**src/assert_macros.svh**
```systemverilog
// Assertion macros shared by the tokenizer RTL.
`ifndef ASSERT_MACROS_SVH
`define ASSERT_MACROS_SVH

`ifndef SYNTH

`define ASSERT_ALWAYS(label, cond) \
  label: assert property (@(posedge clk_i) disable iff (!rst_ni) (cond)) \
    else $error("assertion failed");

`define ASSERT_IMPL(label, ante, cons) \
  label: assert property (@(posedge clk_i) disable iff (!rst_ni) (ante) |-> (cons)) \
    else $error("assertion failed");

`define ASSERT_NEXT(label, ante, cons) \
  label: assert property (@(posedge clk_i) disable iff (!rst_ni) (ante) |=> (cons)) \
    else $error("assertion failed");

`else

`define ASSERT_ALWAYS(label, cond)
`define ASSERT_IMPL(label, ante, cons)
`define ASSERT_NEXT(label, ante, cons)

`endif

`endif

```
**src/bt_pkg.sv**
```systemverilog
// Types, codes and constants of the bencode tokenizer.
`timescale 1ns / 1ps
package bt_pkg;

  localparam int unsigned DEPTH_BITS_DEF = 8;
  localparam int unsigned LEN_BITS_DEF   = 32;
  localparam int unsigned MID_DEPTH      = 2;
  localparam int unsigned OUT_DEPTH      = 4;

  localparam logic [7:0] CH_I     = 8'h69;  // 'i'
  localparam logic [7:0] CH_E     = 8'h65;  // 'e'
  localparam logic [7:0] CH_L     = 8'h6c;  // 'l'
  localparam logic [7:0] CH_D     = 8'h64;  // 'd'
  localparam logic [7:0] CH_S     = 8'h73;  // 's'
  localparam logic [7:0] CH_COLON = 8'h3a;  // ':'
  localparam logic [7:0] CH_MINUS = 8'h2d;  // '-'
  localparam logic [7:0] CH_ZERO  = 8'h30;
  localparam logic [7:0] CH_NINE  = 8'h39;
  localparam logic [7:0] CH_SPACE = 8'h20;
  localparam logic [7:0] CH_TAB   = 8'h09;
  localparam logic [7:0] CH_CR    = 8'h0d;
  localparam logic [3:0] RADIX    = 4'd10;

  // Register byte addresses
  localparam logic [2:0] ADDR_MAX_STR_LEN = 3'd0;
  localparam logic [2:0] ADDR_MAX_DEPTH   = 3'd4;

  typedef enum logic [2:0] {
    KIND_INT_OPEN  = 3'd0,
    KIND_INT_BODY  = 3'd1,
    KIND_INT_CLOSE = 3'd2,
    KIND_STR_MARK  = 3'd3,
    KIND_STR_BODY  = 3'd4,
    KIND_LIST      = 3'd5,
    KIND_DICT      = 3'd6,
    KIND_CLOSE     = 3'd7
  } kind_e;

  typedef enum logic [1:0] {
    STAT_OK  = 2'd0,
    STAT_END = 2'd1,
    STAT_BAD = 2'd2
  } status_e;

  typedef enum logic [3:0] {
    CLS_SPACE = 4'd0,
    CLS_DIGIT = 4'd1,
    CLS_I     = 4'd2,
    CLS_E     = 4'd3,
    CLS_L     = 4'd4,
    CLS_D     = 4'd5,
    CLS_COLON = 4'd6,
    CLS_MINUS = 4'd7,
    CLS_OTHER = 4'd8,
    CLS_END   = 4'd9
  } cls_e;

  typedef struct packed {
    logic [7:0] data_byte;
    logic       at_end;
  } in_item_t;

  typedef struct packed {
    kind_e      token_kind;
    logic [7:0] token_byte;
    logic       token_first;
    logic       token_last;
    logic       token_empty;
    status_e    status;
  } result_t;

  typedef struct packed {
    cls_e       cls;
    logic [7:0] data_byte;
  } cls_item_t;

  function automatic result_t make_token(kind_e kind, logic [7:0] b, logic first,
                                         logic last, logic empty);
    result_t r;
    r.token_kind  = kind;
    r.token_byte  = b;
    r.token_first = first;
    r.token_last  = last;
    r.token_empty = empty;
    r.status      = STAT_OK;
    return r;
  endfunction

  function automatic result_t make_status(status_e st);
    result_t r;
    r.token_kind  = KIND_INT_OPEN;
    r.token_byte  = 8'h00;
    r.token_first = 1'b0;
    r.token_last  = 1'b0;
    r.token_empty = 1'b0;
    r.status      = st;
    return r;
  endfunction

endpackage

```
**src/bt_fifo.sv**
```systemverilog
// Small register queue used between the tokenizer stages and at the output.
`timescale 1ns / 1ps
`include "assert_macros.svh"
module bt_fifo #(
  parameter int unsigned WIDTH = 16,
  parameter int unsigned DEPTH = 4
) (
  input  logic             clk_i,
  input  logic             rst_ni,
  input  logic             wr_en_i,
  input  logic [WIDTH-1:0] wr_data_i,
  output logic             full_o,
  input  logic             rd_en_i,
  output logic [WIDTH-1:0] rd_data_o,
  output logic             empty_o
);

  localparam int unsigned AW = (DEPTH > 1) ? $clog2(DEPTH) : 1;
  localparam int unsigned CW = $clog2(DEPTH + 1);

  logic [WIDTH-1:0] mem_q [DEPTH];
  logic [AW-1:0]    wr_ptr_q, wr_ptr_d;
  logic [AW-1:0]    rd_ptr_q, rd_ptr_d;
  logic [CW-1:0]    cnt_q, cnt_d;
  logic             wr_fire, rd_fire;

  assign full_o    = (cnt_q == CW'(DEPTH));
  assign empty_o   = (cnt_q == '0);
  assign wr_fire   = wr_en_i && !full_o;
  assign rd_fire   = rd_en_i && !empty_o;
  assign rd_data_o = mem_q[rd_ptr_q];

  always_comb begin
    wr_ptr_d = wr_ptr_q;
    rd_ptr_d = rd_ptr_q;
    cnt_d    = cnt_q;
    if (wr_fire) begin
      wr_ptr_d = (wr_ptr_q == AW'(DEPTH - 1)) ? '0 : wr_ptr_q + 1'b1;
    end
    if (rd_fire) begin
      rd_ptr_d = (rd_ptr_q == AW'(DEPTH - 1)) ? '0 : rd_ptr_q + 1'b1;
    end
    if (wr_fire && !rd_fire) begin
      cnt_d = cnt_q + 1'b1;
    end else if (rd_fire && !wr_fire) begin
      cnt_d = cnt_q - 1'b1;
    end
  end

  always_ff @(posedge clk_i or negedge rst_ni) begin
    if (!rst_ni) begin
      wr_ptr_q <= '0;
      rd_ptr_q <= '0;
      cnt_q    <= '0;
    end else begin
      wr_ptr_q <= wr_ptr_d;
      rd_ptr_q <= rd_ptr_d;
      cnt_q    <= cnt_d;
    end
  end

  always_ff @(posedge clk_i) begin
    if (wr_fire) begin
      mem_q[wr_ptr_q] <= wr_data_i;
    end
  end

  `ASSERT_ALWAYS(a_cnt_range, cnt_q <= CW'(DEPTH))
  `ASSERT_IMPL(a_ptr_meet, empty_o || full_o, wr_ptr_q == rd_ptr_q)
  `ASSERT_NEXT(a_cnt_track, wr_fire && !rd_fire, cnt_q == $past(cnt_q) + 1'b1)

endmodule

```
**src/bt_front.sv**
```systemverilog
// Front stage: accepts input transfers, classifies each byte and queues it.
`timescale 1ns / 1ps
module bt_front
  import bt_pkg::*;
(
  input  logic      clk_i,
  input  logic      rst_ni,
  input  logic      push_i,
  input  in_item_t  item_i,
  output logic      full_o,
  output logic      valid_o,
  output cls_item_t cls_o,
  input  logic      pop_i
);

  cls_item_t cls_in;
  logic      mid_empty;
  logic      is_space, is_digit;
  logic [7:0] b;

  assign b        = item_i.data_byte;
  assign is_space = (b == CH_SPACE) || (b >= CH_TAB && b <= CH_CR);
  assign is_digit = (b >= CH_ZERO) && (b <= CH_NINE);

  always_comb begin
    cls_in.data_byte = b;
    if (item_i.at_end) begin
      cls_in.cls = CLS_END;
    end else if (is_space) begin
      cls_in.cls = CLS_SPACE;
    end else if (is_digit) begin
      cls_in.cls = CLS_DIGIT;
    end else begin
      case (b)
        CH_I:     cls_in.cls = CLS_I;
        CH_E:     cls_in.cls = CLS_E;
        CH_L:     cls_in.cls = CLS_L;
        CH_D:     cls_in.cls = CLS_D;
        CH_COLON: cls_in.cls = CLS_COLON;
        CH_MINUS: cls_in.cls = CLS_MINUS;
        default:  cls_in.cls = CLS_OTHER;
      endcase
    end
  end

  bt_fifo #(
    .WIDTH ($bits(cls_item_t)),
    .DEPTH (MID_DEPTH)
  ) u_mid_q (
    .clk_i     (clk_i),
    .rst_ni    (rst_ni),
    .wr_en_i   (push_i),
    .wr_data_i (cls_in),
    .full_o    (full_o),
    .rd_en_i   (pop_i),
    .rd_data_o (cls_o),
    .empty_o   (mid_empty)
  );

  assign valid_o = !mid_empty;

endmodule

```
**src/bt_back.sv**
```systemverilog
// Back stage: parser state machine, turns classified bytes into token results.
`timescale 1ns / 1ps
`include "assert_macros.svh"
module bt_back
  import bt_pkg::*;
#(
  parameter int unsigned DEPTH_BITS = DEPTH_BITS_DEF,
  parameter int unsigned LEN_BITS   = LEN_BITS_DEF
) (
  input  logic        clk_i,
  input  logic        rst_ni,
  input  logic        valid_i,
  input  cls_item_t   cls_i,
  output logic        pop_o,
  input  logic [31:0] max_str_len_i,
  input  logic [7:0]  max_depth_i,
  input  logic        out_full_i,
  output logic        out_wr_o,
  output result_t     out_data_o
);

  localparam logic [2:0] M_BETWEEN   = 3'd0;
  localparam logic [2:0] M_INT_FIRST = 3'd1;
  localparam logic [2:0] M_INT_BODY  = 3'd2;
  localparam logic [2:0] M_STR_LEN   = 3'd3;
  localparam logic [2:0] M_STR_BODY  = 3'd4;
  localparam logic [2:0] M_ERROR     = 3'd5;
  localparam logic [2:0] M_DONE      = 3'd6;

  localparam int unsigned NW = LEN_BITS + 4;
  localparam int unsigned CW = (NW > 32) ? NW : 32;
  localparam int unsigned DW = (DEPTH_BITS + 1 > 8) ? DEPTH_BITS + 1 : 8;

  logic [2:0]            mode_q, mode_d;
  logic [DEPTH_BITS-1:0] depth_q, depth_d;
  logic [LEN_BITS-1:0]   rem_q, rem_d;
  logic [7:0]            held_byte_q, held_byte_d;
  logic                  held_valid_q, held_valid_d;
  logic                  held_first_q, held_first_d;
  logic                  pend_valid_q, pend_valid_d;
  result_t               pend_q, pend_d;

  logic                  go;
  logic [1:0]            n_res;
  result_t               r0, r1;
  logic [LEN_BITS-1:0]   len_base, rem_dec;
  logic [NW-1:0]         len_next;
  logic                  too_long, depth_full;
  logic [DW-1:0]         depth_inc;
  logic [7:0]            c;

  assign c  = cls_i.data_byte;
  assign go = valid_i && !pend_valid_q && !out_full_i;

  // Length accumulation: base * 10 + digit, as two shifted adds
  assign len_base = (mode_q == M_STR_LEN) ? rem_q : '0;
  assign len_next = (NW'(len_base) << 3) + (NW'(len_base) << 1) + NW'(c[3:0]);
  assign too_long = (len_next[NW-1:LEN_BITS] != '0) ||
                    (CW'(len_next) > CW'(max_str_len_i));

  assign depth_inc  = DW'(depth_q) + 1'b1;
  assign depth_full = (depth_q == '1) || (depth_inc > DW'(max_depth_i));
  assign rem_dec    = (rem_q != '0) ? rem_q - 1'b1 : '0;

  always_comb begin
    mode_d       = mode_q;
    depth_d      = depth_q;
    rem_d        = rem_q;
    held_byte_d  = held_byte_q;
    held_valid_d = held_valid_q;
    held_first_d = held_first_q;
    n_res        = 2'd0;
    r0           = make_status(STAT_BAD);
    r1           = make_status(STAT_BAD);

    case (mode_q)
      M_BETWEEN: begin
        case (cls_i.cls)
          CLS_END: begin
            n_res = 2'd1;
            if (depth_q != '0) begin
              mode_d = M_ERROR;
            end else begin
              mode_d = M_DONE;
              r0     = make_status(STAT_END);
            end
          end
          CLS_SPACE: begin
            n_res = 2'd0;
          end
          CLS_I: begin
            n_res  = 2'd1;
            mode_d = M_INT_FIRST;
            r0     = make_token(KIND_INT_OPEN, c, 1'b1, 1'b1, 1'b0);
          end
          CLS_DIGIT: begin
            if (too_long) begin
              n_res  = 2'd1;
              mode_d = M_ERROR;
            end else begin
              rem_d  = len_next[LEN_BITS-1:0];
              mode_d = M_STR_LEN;
            end
          end
          CLS_L, CLS_D: begin
            n_res = 2'd1;
            if (depth_full) begin
              mode_d = M_ERROR;
            end else begin
              depth_d = depth_q + 1'b1;
              r0 = make_token((cls_i.cls == CLS_L) ? KIND_LIST : KIND_DICT, c,
                              1'b1, 1'b1, 1'b0);
            end
          end
          CLS_E: begin
            n_res = 2'd1;
            if (depth_q == '0) begin
              mode_d = M_ERROR;
            end else begin
              depth_d = depth_q - 1'b1;
              r0      = make_token(KIND_CLOSE, c, 1'b1, 1'b1, 1'b0);
            end
          end
          default: begin
            n_res  = 2'd1;
            mode_d = M_ERROR;
          end
        endcase
      end

      M_INT_FIRST, M_INT_BODY: begin
        if (cls_i.cls == CLS_DIGIT ||
            (cls_i.cls == CLS_MINUS && mode_q == M_INT_FIRST)) begin
          // previous held byte goes out now that it is known not to be last
          if (held_valid_q) begin
            n_res = 2'd1;
            r0 = make_token(KIND_INT_BODY, held_byte_q, held_first_q, 1'b0, 1'b0);
          end
          held_first_d = !held_valid_q;
          held_byte_d  = c;
          held_valid_d = 1'b1;
          mode_d       = M_INT_BODY;
        end else begin
          n_res = 2'd2;
          if (held_valid_q) begin
            r0 = make_token(KIND_INT_BODY, held_byte_q, held_first_q, 1'b1, 1'b0);
          end else begin
            r0 = make_token(KIND_INT_BODY, 8'h00, 1'b1, 1'b1, 1'b1);
          end
          held_valid_d = 1'b0;
          held_first_d = 1'b0;
          if (cls_i.cls == CLS_E) begin
            mode_d = M_BETWEEN;
            r1     = make_token(KIND_INT_CLOSE, c, 1'b1, 1'b1, 1'b0);
          end else begin
            mode_d = M_ERROR;
          end
        end
      end

      M_STR_LEN: begin
        n_res = 2'd1;
        case (cls_i.cls)
          CLS_DIGIT: begin
            if (too_long) begin
              mode_d = M_ERROR;
            end else begin
              n_res = 2'd0;
              rem_d = len_next[LEN_BITS-1:0];
            end
          end
          CLS_COLON: begin
            r0 = make_token(KIND_STR_MARK, CH_S, 1'b1, 1'b1, 1'b0);
            if (rem_q == '0) begin
              n_res  = 2'd2;
              mode_d = M_BETWEEN;
              r1     = make_token(KIND_STR_BODY, 8'h00, 1'b1, 1'b1, 1'b1);
            end else begin
              mode_d       = M_STR_BODY;
              held_first_d = 1'b1;
            end
          end
          default: begin
            mode_d = M_ERROR;
          end
        endcase
      end

      M_STR_BODY: begin
        n_res = 2'd1;
        if (cls_i.cls == CLS_END) begin
          mode_d = M_ERROR;
        end else begin
          held_first_d = 1'b0;
          rem_d        = rem_dec;
          if (rem_dec == '0) begin
            mode_d = M_BETWEEN;
          end
          r0 = make_token(KIND_STR_BODY, c, held_first_q, rem_dec == '0, 1'b0);
        end
      end

      M_DONE: begin
        n_res = 2'd1;
        r0    = make_status(STAT_END);
      end

      default: begin
        n_res  = 2'd1;
        mode_d = M_ERROR;
      end
    endcase

    if (mode_d == M_ERROR) begin
      held_valid_d = 1'b0;
    end
  end

  // Second result of an item waits here for a free output slot
  always_comb begin
    pend_valid_d = pend_valid_q;
    pend_d       = pend_q;
    if (pend_valid_q && !out_full_i) begin
      pend_valid_d = 1'b0;
    end
    if (go && n_res == 2'd2) begin
      pend_valid_d = 1'b1;
      pend_d       = r1;
    end
  end

  assign pop_o      = go;
  assign out_wr_o   = (pend_valid_q && !out_full_i) || (go && n_res != 2'd0);
  assign out_data_o = pend_valid_q ? pend_q : r0;

  always_ff @(posedge clk_i or negedge rst_ni) begin
    if (!rst_ni) begin
      mode_q       <= M_BETWEEN;
      depth_q      <= '0;
      rem_q        <= '0;
      held_byte_q  <= '0;
      held_valid_q <= 1'b0;
      held_first_q <= 1'b0;
      pend_valid_q <= 1'b0;
    end else begin
      pend_valid_q <= pend_valid_d;
      if (go) begin
        mode_q       <= mode_d;
        depth_q      <= depth_d;
        rem_q        <= rem_d;
        held_byte_q  <= held_byte_d;
        held_valid_q <= held_valid_d;
        held_first_q <= held_first_d;
      end
    end
  end

  always_ff @(posedge clk_i) begin
    pend_q <= pend_d;
  end

  `ASSERT_IMPL(a_no_pop_while_pend, pend_valid_q, !pop_o)
  `ASSERT_NEXT(a_error_sticky, mode_q == M_ERROR, mode_q == M_ERROR)
  `ASSERT_IMPL(a_held_in_int, held_valid_q, mode_q == M_INT_BODY)
  `ASSERT_IMPL(a_done_no_depth, mode_q == M_DONE, depth_q == '0)

endmodule

```
**src/bencode_tokenizer.sv**
```systemverilog
// Top level of the bencode tokenizer: register port, front and back stages.
//
// Usage: data bytes enter on item_i (push/full); an item with at_end set
// closes the stream. Token results leave on result_o (empty/pop), oldest
// first; each carries kind, byte, first/last/empty marks and a status.
// max_string_length (address 0) and max_nesting_depth (address 4) are
// written over the APB port between streams.
// Items pass through the input queue, the back stage and the output queue.
// Throughput: one item per cycle while the output queue has room; an item
// with two results (int close, empty string) holds the back stage until the
// second is written, as the output queue takes one result a cycle.
// Int body bytes come out one item late, as the newest one is held until
// the next byte shows whether it is the last.
// Reset clears the parser to "between tokens" with depth zero, empties
// both queues and sets both limits to all ones. When the receiver stalls,
// the output queue fills, then the two-entry input queue, then full rises.
`timescale 1ns / 1ps
module bencode_tokenizer
  import bt_pkg::*;
#(
  parameter int unsigned DEPTH_BITS = DEPTH_BITS_DEF,
  parameter int unsigned LEN_BITS   = LEN_BITS_DEF
) (
  input  logic        clk_i,
  input  logic        rst_ni,
  input  logic        push,
  input  in_item_t    item_i,
  output logic        full,
  output logic        empty,
  input  logic        pop,
  output result_t     result_o,
  input  logic        psel,
  input  logic        penable,
  input  logic        pwrite,
  input  logic [2:0]  paddr,
  input  logic [31:0] pwdata,
  output logic [31:0] prdata,
  output logic        pready
);

  logic [31:0] max_str_len_q;
  logic [7:0]  max_depth_q;
  logic        cfg_wr;
  logic        mid_valid, mid_pop;
  cls_item_t   mid_item;
  logic        out_wr, out_full;
  result_t     out_data;

  assign pready = 1'b1;
  assign cfg_wr = psel && penable && pwrite && pready;
  assign prdata = (paddr[2] == ADDR_MAX_DEPTH[2]) ? {24'h0, max_depth_q} : max_str_len_q;

  always_ff @(posedge clk_i or negedge rst_ni) begin
    if (!rst_ni) begin
      max_str_len_q <= '1;
      max_depth_q   <= '1;
    end else if (cfg_wr) begin
      if (paddr[2] == ADDR_MAX_STR_LEN[2]) begin
        max_str_len_q <= pwdata;
      end else begin
        max_depth_q <= pwdata[7:0];
      end
    end
  end

  bt_front u_front (
    .clk_i   (clk_i),
    .rst_ni  (rst_ni),
    .push_i  (push),
    .item_i  (item_i),
    .full_o  (full),
    .valid_o (mid_valid),
    .cls_o   (mid_item),
    .pop_i   (mid_pop)
  );

  bt_back #(
    .DEPTH_BITS (DEPTH_BITS),
    .LEN_BITS   (LEN_BITS)
  ) u_back (
    .clk_i         (clk_i),
    .rst_ni        (rst_ni),
    .valid_i       (mid_valid),
    .cls_i         (mid_item),
    .pop_o         (mid_pop),
    .max_str_len_i (max_str_len_q),
    .max_depth_i   (max_depth_q),
    .out_full_i    (out_full),
    .out_wr_o      (out_wr),
    .out_data_o    (out_data)
  );

  bt_fifo #(
    .WIDTH ($bits(result_t)),
    .DEPTH (OUT_DEPTH)
  ) u_out_q (
    .clk_i     (clk_i),
    .rst_ni    (rst_ni),
    .wr_en_i   (out_wr),
    .wr_data_i (out_data),
    .full_o    (out_full),
    .rd_en_i   (pop),
    .rd_data_o (result_o),
    .empty_o   (empty)
  );

endmodule

```
**config.mk**
```make
export PLATFORM = sky130hd
export DESIGN_NAME = bencode_tokenizer
export DESIGN_NICKNAME = d
export VERILOG_FILES = /design/src/bt_pkg.sv /design/src/bt_fifo.sv /design/src/bt_front.sv /design/src/bt_back.sv /design/src/bencode_tokenizer.sv
export VERILOG_INCLUDE_DIRS = /design/src /design/src/src
export SDC_FILE = /design/constraint.sdc
export NUM_CORES = 1
export LEC_CHECK = 0
export BUFFER_PORTS_ARGS = -buffer_cell sky130_fd_sc_hd__buf_4
export CORE_ASPECT_RATIO = 0.7
export CORE_UTILIZATION = 50
export DETAILED_ROUTE_END_ITERATION = 6
export GPL_TIMING_DRIVEN = 0
export MAX_ROUTING_LAYER = met4
export PLACE_DENSITY = 0.72
export SLEW_MARGIN = 20
export SYNTH_ARGS = -nofsm -noshare
export SYNTH_HDL_FRONTEND = slang
export SYNTH_SLANG_ARGS = --single-unit
export TNS_END_PERCENT = 100
```
**constraint.sdc**
```tcl
create_clock -name clk_i -period 17.7 [get_ports clk_i]
set_input_delay 2.655 -clock clk_i [delete_from_list [all_inputs] [get_ports clk_i]]
set_output_delay 2.655 -clock clk_i [all_outputs]
set_load 0.01 [all_outputs]
```
==> run_results.csv <==
group,metric,value,unit
cts,clock_latency,0.52,ns
grt,antenna_found_initial,0,
timing,totalNegativeSetupSlack,0,ns
place,dp_hpwl,30.04,mm
power_and_ir_drop,pwr-share-clk,0.242,
power_and_ir_drop,peakVddDrop,0.00007936,V
power_and_ir_drop,p_switching,678.5,uW
finish,fin_util,0.5794,
synth,synth.most_common_cell,"ha_1",
worst_setup_path,cp-start-kind,"flip-flop",
grt,grt-ovfl-total,0,
finish,n_antenna_cell,0,
synth,synthMuxAreaShare,0.07879,
synth,synth_seq_cells,205,
power_and_ir_drop,power_frac_comb,0.380,
cts,cts_hold_buffers,0,
cts,cts-root-buf,"clkbuf_16",
die,start_util,0.5097,
power_and_ir_drop,p_total,1.872,mW
finish,fin_nets,1728,
synth,synth_top_cell_by_area,"edfxtp_1",
grt,grt_pass1_wl,61.24,mm
die,die_x,203.5,um
place,place_congestion,0.9433,
min_path,min_from,"u_back.held_byte_q[6]$_DFFE_PN0P_",
worst_setup_path,endpoint_kind,"flip-flop",
worst_setup_path,critPathLaunch,"u_back.mode_q[0]$_DFFE_PN0P_",
timing,fmax,112.5,MHz
timing,drv_slew,0,
synth,synthesis.area,14210,um^2
die,io_pins,102,
synth,synth_xor_area_frac,0.04129,
synth,yosysWarnings,0,
worst_setup_path,slowest_stage,"xor2_1",
die,die_area,29120,um^2
place,dp.cells,1901,
cts,clk_path_buf_depth,3,
finish,layout-drive-gt1-share,0.2011,
timing,setup_violations,0,
finish,fin_cells,1942,
finish,final_area,16160,um^2
grt,grt_max_degree,106,
finish,area_growth,13.68,%
worst_setup_path,crit_fanout,10,
synth,synthSimpleGateAreaFrac,0.1619,
route,wl_per_cell,20.43,um
place,dpl_cell_area,15420,um^2
cts,path_clk_slew,0.07,ns
cts,cts_made_buffers,22,
status,outcome,"complete, no violations",
timing,fin_crit,8.886,ns
cts,clock_sinks,205,
worst_setup_path,required,18.10,ns
route,via_per_inst,6.106,
route,wirelength,39.68,mm
worst_setup_path,cp_data_arrival_time,9.28,ns
synth,synthArstFlopShare,0.5122,
die,core,27890,um^2
synth,seq_area_frac_synth,0.3996,
synth,synth_edf_count,100,
synth,netlist_top_cells_count,"119 x ha_1, 115 x nor2_1, 107 x nand2_1",
timing,max_slew_margin,0.2510,
synth,synth_top_family_by_area,"compound AO/OA/AOI/OAI gates",
timing,fin_crit_sh,0.5020,
route,ant_nets,0,
route,drc,0,
power_and_ir_drop,powerDensity,115.9,nW/um^2
synth,ys.flop_type,"edfxtp_1",
synth,yosysUniqueCellTypes,94,
timing,tightest_slew,1.115,ns
synth,syn_nets,1605,
cts,cts_setup_buffers,0,
grt,grt_pass1_vias,11070,
place,io_buffers,98,
worst_setup_path,slowest_delay,0.59,ns
worst_setup_path,cpMostUsedCell,"ha_1",
power_and_ir_drop,p_seq_frac,0.378,
route,drt-initial-drc-count,1038,
synth,netlist_instances,1432,
die,die-height,143.1,um
route,vias,11860,
die,num_rows,51,
run,max_cap_violations,0,
timing,finalHoldViolations,0,
min_path,hp-class,"reg2reg",
finish,fillers,2368,
power_and_ir_drop,intPower,1.194,mW
worst_setup_path,r2r-start,"u_back.mode_q[0]$_DFFE_PN0P_",
synth,synth-compound-area-share,0.1634,
synth,synth_fa_ha_area_frac,0.1090,
cts,cts_resized,0,
power_and_ir_drop,cellLeakagePower,6.924,nW
cts,cts_tree,"done",
synth,netlist_top_cells_area,"edfxtp_1 21%, dfrtp_1 11%, ha_1 10%",
worst_setup_path,critical_path_class,"reg2reg",
grt,track_usage,0.2792,
power_and_ir_drop,switching_share,0.3624,
timing,rsz0062_at_grt,"no",
route,drt_pre_antenna_iters,5,
synth,synth.top_cell.area_share,0.2113,
timing,finClkSkew,0.02035,ns
synth,avgSynthCellArea,9.926,um^2
cts,cts_htree_levels,1,
## metrics by stage
stage	hold slack [ns]	setup slack (ns)
after detailed placement	0.4719	9.089
after global placement	0.4620	9.237
after floorplan	0.4497	11.60
after global routing	0.5084	8.458
final	0.4826	8.814
after CTS	0.4857	9.034
## path summary, 6_finish.rpt
path	depth (start not counted)	slack (ns)	end
setup reg to reg	29	8.81	u_out_q.cnt_q[1]$_DFFE_PN0P_
setup / recovery	29	8.81	u_out_q.cnt_q[1]$_DFFE_PN0P_
hold reg to reg	2	0.48	u_back.held_byte_q[6]$_DFFE_PN0P_
hold / removal	2	0.48	u_back.held_byte_q[6]$_DFFE_PN0P_
max in group asynchronous	2	14.93	max_depth_q[6]$_DFFE_PN1P_
min in group asynchronous	1	2.05	u_back.depth_q[7]$_DFFE_PN0P_
## cell usage in the layout, fill, tap and decap left out, drive strengths merged, types with 65 or more instances in the layout
cell    synthesis  layout
ha            119     119
nor2          120     120
o21ai         101     101
edfxtp        100     100
buf            24     123
clkbuf         48      76
a21oi         105     105
inv            80      80
nand2         110     110
dfrtp          65      65
## layout make-up
type	instances	area, um^2	area share
clock inverter	12	96.34	0.005963
tap	371	464.2	0.02873
multi-input combinational	1075	7895	0.4886
sequential	205	5680	0.3516
buffer	72	350.3	0.02168
clock buffer	28	604.3	0.03740
timing repair buffer	99	767.0	0.04747
inverter	80	300.3	0.01858
## sequential cells by signal, summed over array words and instances, names as in the netlist
register                  flops
u_back.pend_q                12
u_front.u_mid_q.cnt_q         2
u_front.u_mid_q.wr_ptr_q      1
u_back.held_first_q           1
u_front.u_mid_q.rd_ptr_q      1
u_back.pend_valid_q           1
u_out_q.rd_ptr_q              2
u_out_q.mem_q                64
u_back.held_valid_q           1
u_back.rem_q                 32
u_front.u_mid_q.mem_q        24
u_back.held_byte_q            8
u_out_q.cnt_q                 3
u_out_q.wr_ptr_q              2
u_back.mode_q                 3
u_back.depth_q                8
max_str_len_q                32
max_depth_q                   8
## metal layers
metal / global-route usage / vias up / wire [um]
li1: - / 5530 / -
met1: 0.4359 / 5729 / 19570
met2: 0.3729 / 539 / 15730
met3: 0.04450 / 60 / 3672
met4: 0.05501 / 0 / 714
met5: - / - / 0
## logic make-up (layout without fill, tap and decap cells)
logic type,after synthesis,count (layout)
AND/OR/NAND/NOR,452,452
AO/OA/AOI/OAI,350,350
flip-flops,205,205
buffers and inverters,152,291
adder cells (fa/ha/maj),122,122
multiplexers,83,83
XOR/XNOR,67,67
other,1,1
## power by group through the flow
| stage | logic (mW) | registers, mW | clock network, mW |
|---|---|---|---|
| 3_3_place_gp | 0.689 | 0.708 | 0 |
| 2_1_floorplan | 0.488 | 0.695 | 0 |
| 3_5_place_dp | 0.703 | 0.715 | 0 |
| 4_1_cts | 0.706 | 0.707 | 0.460 |
| 5_1_grt | 0.777 | 0.721 | 0.477 |
| 6_report | 0.711 | 0.708 | 0.453 |
## critical path: cells and delay by family, from the launching register on
family | cells | cell delay (ns)
buf+inv | 5 | 1.39
fa+ha+maj | 5 | 1.57
flops | 1 | 0.32
mux | 1 | 0.27
xor+xnor | 1 | 0.59
compound gates | 12 | 3.12
simple gates | 5 | 1.49
Power figures use the tool's default switching activity.
